### src/rtl/nmmf_pkg.sv
`default_nettype none
package nmmf_pkg;

    localparam int MaxWidth   = 1024;
    localparam int MaxRadius  = 3;
    localparam int RowSlots   = 2 * MaxRadius + 2;
    localparam int ColBits    = $clog2(MaxWidth);
    localparam int SlotBits   = $clog2(RowSlots);
    localparam int AddrBits   = ColBits + SlotBits;
    localparam int DataBits   = 32;
    localparam int RowBits    = 16;
    localparam int WidthBits  = 11;
    localparam int CountBits  = RowBits + WidthBits + 1;
    localparam int WinMax     = (2 * MaxRadius + 1) * (2 * MaxRadius + 1);
    localparam int NumBits    = $clog2(WinMax + 1);
    localparam int SumBits    = DataBits + NumBits;
    localparam int DivCntBits = $clog2(SumBits + 1);

    localparam logic signed [DataBits:0] NodataMargin = 33'sd7;

    localparam logic [1:0] RegImageWidth  = 2'd0;
    localparam logic [1:0] RegImageHeight = 2'd1;
    localparam logic [1:0] RegRadius      = 2'd2;
    localparam logic [1:0] RegNodata      = 2'd3;

    typedef struct packed {
        logic cap_item;
        logic calc_total;
        logic calc_in;
        logic calc_out;
        logic calc_need;
        logic clear_check;
        logic write_px;
        logic rd_center;
        logic take_center;
        logic win_start;
        logic win_step;
        logic win_tail;
        logic div_start;
        logic div_step;
        logic emit;
    } cmd_t;

    typedef struct packed {
        logic do_write;
        logic out_pending;
        logic window_ready;
        logic center_nodata;
        logic win_last;
        logic cnt_zero;
        logic div_done;
        logic out_free;
    } status_t;

endpackage
`default_nettype wire

### src/rtl/nmmf_ctrl.sv
`default_nettype none
module nmmf_ctrl (
    input  wire logic             aclk,
    input  wire logic             aresetn,
    input  wire logic             s_valid,
    output logic                  s_ready,
    input  wire nmmf_pkg::status_t st,
    output nmmf_pkg::cmd_t        cmd
);
    import nmmf_pkg::*;

    typedef enum logic [15:0] {
        S_IDLE  = 16'h0001,
        S_TOT   = 16'h0002,
        S_INC   = 16'h0004,
        S_OUTC  = 16'h0008,
        S_CLR   = 16'h0010,
        S_WR    = 16'h0020,
        S_INC2  = 16'h0040,
        S_NEED  = 16'h0080,
        S_CHK   = 16'h0100,
        S_CEN   = 16'h0200,
        S_WIN   = 16'h0400,
        S_WTAIL = 16'h0800,
        S_DIVS  = 16'h1000,
        S_DIV   = 16'h2000,
        S_EMIT  = 16'h4000,
        S_SPARE = 16'h8000
    } state_t;

    state_t state_reg, state_next;

    always_ff @(posedge aclk) begin
        if (!aresetn) begin
            state_reg <= S_IDLE;
        end else begin
            state_reg <= state_next;
        end
    end

    always_comb begin
        state_next = state_reg;
        cmd        = '0;
        s_ready    = 1'b0;
        unique case (state_reg)
            S_IDLE: begin
                s_ready = 1'b1;
                if (s_valid) begin
                    cmd.cap_item = 1'b1;
                    state_next   = S_TOT;
                end
            end
            S_TOT: begin
                cmd.calc_total = 1'b1;
                state_next     = S_INC;
            end
            S_INC: begin
                cmd.calc_in = 1'b1;
                state_next  = S_OUTC;
            end
            S_OUTC: begin
                cmd.calc_out = 1'b1;
                state_next   = S_CLR;
            end
            S_CLR: begin
                cmd.clear_check = 1'b1;
                state_next      = S_WR;
            end
            S_WR: begin
                if (st.do_write) begin
                    cmd.write_px = 1'b1;
                    state_next   = S_INC2;
                end else begin
                    state_next = S_NEED;
                end
            end
            S_INC2: begin
                cmd.calc_in = 1'b1;
                state_next  = S_NEED;
            end
            S_NEED: begin
                cmd.calc_need = 1'b1;
                state_next    = S_CHK;
            end
            S_CHK: begin
                cmd.rd_center = 1'b1;
                if (st.out_pending && st.window_ready) begin
                    state_next = S_CEN;
                end else begin
                    state_next = S_IDLE;
                end
            end
            S_CEN: begin
                cmd.take_center = 1'b1;
                if (st.center_nodata) begin
                    state_next = S_EMIT;
                end else begin
                    cmd.win_start = 1'b1;
                    state_next    = S_WIN;
                end
            end
            S_WIN: begin
                cmd.win_step = 1'b1;
                if (st.win_last) begin
                    state_next = S_WTAIL;
                end
            end
            S_WTAIL: begin
                cmd.win_tail = 1'b1;
                state_next   = S_DIVS;
            end
            S_DIVS: begin
                if (st.cnt_zero) begin
                    state_next = S_EMIT;
                end else begin
                    cmd.div_start = 1'b1;
                    state_next    = S_DIV;
                end
            end
            S_DIV: begin
                cmd.div_step = 1'b1;
                if (st.div_done) begin
                    state_next = S_EMIT;
                end
            end
            S_EMIT: begin
                if (st.out_free) begin
                    cmd.emit   = 1'b1;
                    state_next = S_IDLE;
                end
            end
            default: begin
                state_next = S_IDLE;
            end
        endcase
    end

endmodule
`default_nettype wire

### config.mk
export PLATFORM = sky130hd
export DESIGN_NAME = nmmf_ctrl
export DESIGN_NICKNAME = d
export VERILOG_FILES = /design/src/rtl/nmmf_pkg.sv /design/src/rtl/nmmf_ctrl.sv
export SDC_FILE = /design/constraint.sdc
export NUM_CORES = 1
export LEC_CHECK = 0
export ABC_CLOCK_PERIOD_IN_PS = 5950
export BUFFER_PORTS_ARGS = -buffer_cell sky130_fd_sc_hd__buf_2
export CAP_MARGIN = 20
export CORE_MARGIN = 1.5
export CORE_UTILIZATION = 55
export CTS_BUF_LIST = sky130_fd_sc_hd__clkbuf_16
export CTS_CLUSTER_SIZE = 16
export DETAILED_ROUTE_END_ITERATION = 7
export GPL_ROUTABILITY_DRIVEN = 1
export GPL_TIMING_DRIVEN = 0
export HOLD_SLACK_MARGIN = 0.06
export PLACE_DENSITY = 0.86
export SYNTH_ARGS = -nofsm -noshare
export SYNTH_HDL_FRONTEND = slang
export SYNTH_SLANG_ARGS = --single-unit
### constraint.sdc
create_clock -name aclk -period 5.95 [get_ports aclk]
set_clock_uncertainty 0.2 [all_clocks]
set_input_delay 0.595 -clock aclk [delete_from_list [all_inputs] [get_ports aclk]]
set_output_delay 0.595 -clock aclk [all_outputs]
set_load 0.02 [all_outputs]
==> impl_results.md <==
- Max Root-Sink Buffers: 2
- Crit start category: flip-flop
- Dpl hpwl: 1840 um
- Post-Syn Area: 0.00102 mm2
- Top cell family by delay on the critical path: simple AND/OR/NAND/NOR gates
- CTS resizes: 0
- Initial antenna violation count: 0
- CTS tree: built
- Max-slew headroom: 56.9%
- Synth warn: 0
- Worst vdd ir: 188 uV
- Fmax: 299 MHz
- Critical R2R Capture: state_reg[4]$_SDFFE_PN0P_
- H-tree depth: 1
- Synth top area cells: dfxtp_1 (29%), nor2_1 (7.0%), nor3_1 (5.4%)
- Postcts setup bufs: 0
- Num CTS Buffers: 3
- CTS sink cnt: 15
- Chip height: 46.2 um
- Synth Area in XOR/XNOR: 5.13%
- RR Startpoint: state_reg[2]$_SDFFE_PN0P_
- Combinational family with the most area after synthesis: simple AND/OR/NAND/NOR gates
- Largest net degree at the start of global routing: 11
- Starting density of the core: 58.7%
- Final nets: 177
- Ports: 27
- Max FFs per register: 15
- Routability Congestion: 0.840
- Critical path fanouts, max: 8
- Initial DRC count: 41
- Hold-fix buffers, CTS: 0
- Distinct cell type count after synthesis: 40
- Critical setup path kind: reg2out
- Adder-Cell Fraction of Synth Area: 0%
- Syn_nets: 146
- FF-to-FF path depth: 7
- Crit-path max cell delay: 0.53 ns
- Routed WL per cell: 13.8 um
- Port Buffers: 26
- Worst-Margin Slew: 0.630 ns
- Cell count after synthesis: 135
- Overall die width: 46.2 um
- RSZ-0062 raised after global routing: false
- CP endpoint kind: primary output
- Layout Utilization: 72.5%
- Clk root buf: clkbuf_16
- Via-to-Cell Ratio: 6.08
- Clock transition at path regs: 0.05 ns
- Area Growth Syn to Fin: 23.6%
- Crit path buffers/inverters: 4
- TritonRoute pass-1 iters: 4
- Total grt overflow: 0
- Post-route ant nets: 0
- Sequential fraction of the synthesis area: 29.3%
- Core region area: 0.00175 mm2
- Status: completed
- Ys flop type: dfxtp_1
- Worst-skew pair later-pin latency: 0.25 ns
- Layout cells sized above 1: 22.4%
- Post-synthesis mux area share: 0.977%
- Worst EP arrival: 2.55 ns
- Mean Syn Cell Area: 7.59 um2
- Static Leak: 0.596 nW
- Count leader, synth: nor2_1
- Hold path endpoint: state_reg[2]$_SDFFE_PN0P_
- Post-synth EDFFs: 0
- Final setup TNS: 0 ns
- Hold Crit Class: reg2reg
- Slew Viols, Final: 0
- Hold depth: 2
- PD cells: 238 mW/mm2
- First-pass GRT wire length: 4160 um
- Cell mode on critical path: clkbuf_1
- Complex-gate fraction of the synthesized area: 11.0%
- Routed Wire Length: 2620 um
- Seq cells post-synth: 15
- Ant diodes: 0
- Final Hold Viols: 0
- Final Cycle Share: 56.3%
- Commonest cells post-synth: nor2_1 (19), dfxtp_1 (15), nor3_1 (11), inv_1 (10), clkbuf_1 (9)
- DRC: 0
- Die area: 0.00213 mm2
- Async S/R FF share, synth: 0%
- CP Cell Sequence: clkbuf_1 -> or3_1 -> clkbuf_1 -> or4_4 -> or4_1 -> inv_1 -> buf_2
- Largest area contributor in the netlist: dfxtp_1
- Critical path's slowest cell: or4_4
- Vias in the first global route: 962
- Final setup fails: 0
- Setup slack, reg-to-reg: 2.94 ns
- Row cnt: 15
- Via count: 1156
- CP required: 5.16 ns
- Simple-gate area share of the yosys netlist: 44.0%
- Fin crit period: 3.35 ns
- Gr usage total: 26.6%
- Synth top area share: 29.3%
- Hold path startpoint: state_reg[1]$_SDFFE_PN0P_
- MaxCap Viol Count: 0
[cell type report]
class                           instances  area [um2]
Multi-Input combinational cell         98         626
Fill cell                             143         479
Sequential cell                        15         300
Timing Repair Buffer                   26         130
Clock buffer                            3        75.1
Buffer                                 12        61.3
Inverter                               10        37.5
Tap cell                               25        31.3
Clock inverter                          1        5.00
[power breakdown]
part	switching (mW)	internal, mW
sequential	0.00344	0.104
combinational	0.0396	0.0220
clock	0.0429	0.0899
[per-layer routing]
metal	track usage, %	part of all wire (%)	wire (um)
met5	0	0	0
met3	3.53	7.4	193
met1	36.0	43	1130
met4	10.9	1.5	38
met2	41.9	48	1260
[kinds of logic after synthesis]
family                 after synthesis
flip-flops                          15
buffers and inverters               22
AND/OR/NAND/NOR                     76
multiplexers                         1
AO/OA/AOI/OAI                       15
XOR/XNOR                             6
[cells in the final DEF, fill, tap and decap left out, drive strengths merged]
cell type / n
nor2b: 1
and3: 4
a31o: 1
xnor2: 2
dfxtp: 15
a21oi: 1
nor3b: 1
a22oi: 1
nor2: 19
clkbuf: 13
a2111oi: 1
nor4: 6
and4: 2
xor2: 4
and4b: 1
nor3: 11
o221ai: 1
and2: 1
nand4b: 5
nand2: 4
o21a: 1
o21ai: 5
a32o: 1
or4b: 1
a41oi: 1
nor4b: 3
inv: 10
clkinv: 1
nand2b: 1
or3b: 1
buf: 28
or4: 5
nand3: 4
nand4: 2
mux2i: 1
or3: 3
a21boi: 2
nand3b: 1
[stage by stage]
stage / cells / cell area [um2] / power, mW / hold WS [ns] / worst slack, ns
3_3_place_gp: 186 / 1190 / 0.167 / 0.343 / 2.90
5_1_grt: 190 / 1270 / 0.314 / 0.407 / 2.46
4_1_cts: 190 / 1270 / 0.301 / 0.364 / 2.61
2_1_floorplan: 135 / 1020 / 0.151 / 0.307 / 3.01
6_report: 190 / 1270 / 0.302 / 0.370 / 2.60
3_5_place_dp: 186 / 1190 / 0.169 / 0.349 / 2.88
[tightest hold or removal path, delay by kind of cell, from the launching register on]
kind	cells	cell delay [ns]
AND/OR/NAND/NOR	2	0.18
flip-flops	1	0.35
[worst max path at each step]
stage                                    start  endpoint  slack, ns  depth (start not counted)
floorplan            state_reg[2]$_SDFFE_PN0P_    cmd[5]       3.01                          6
global placement    state_reg[12]$_SDFFE_PN0P_    cmd[8]       2.90                          7
detailed placement  state_reg[12]$_SDFFE_PN0P_    cmd[8]       2.88                          7
CTS                 state_reg[12]$_SDFFE_PN0P_    cmd[8]       2.61                          7
global route         state_reg[2]$_SDFFE_PN0P_    cmd[5]       2.46                          7
finish              state_reg[12]$_SDFFE_PN0P_    cmd[8]       2.60                          7
Note: power is estimated with default switching activity, not from simulation.
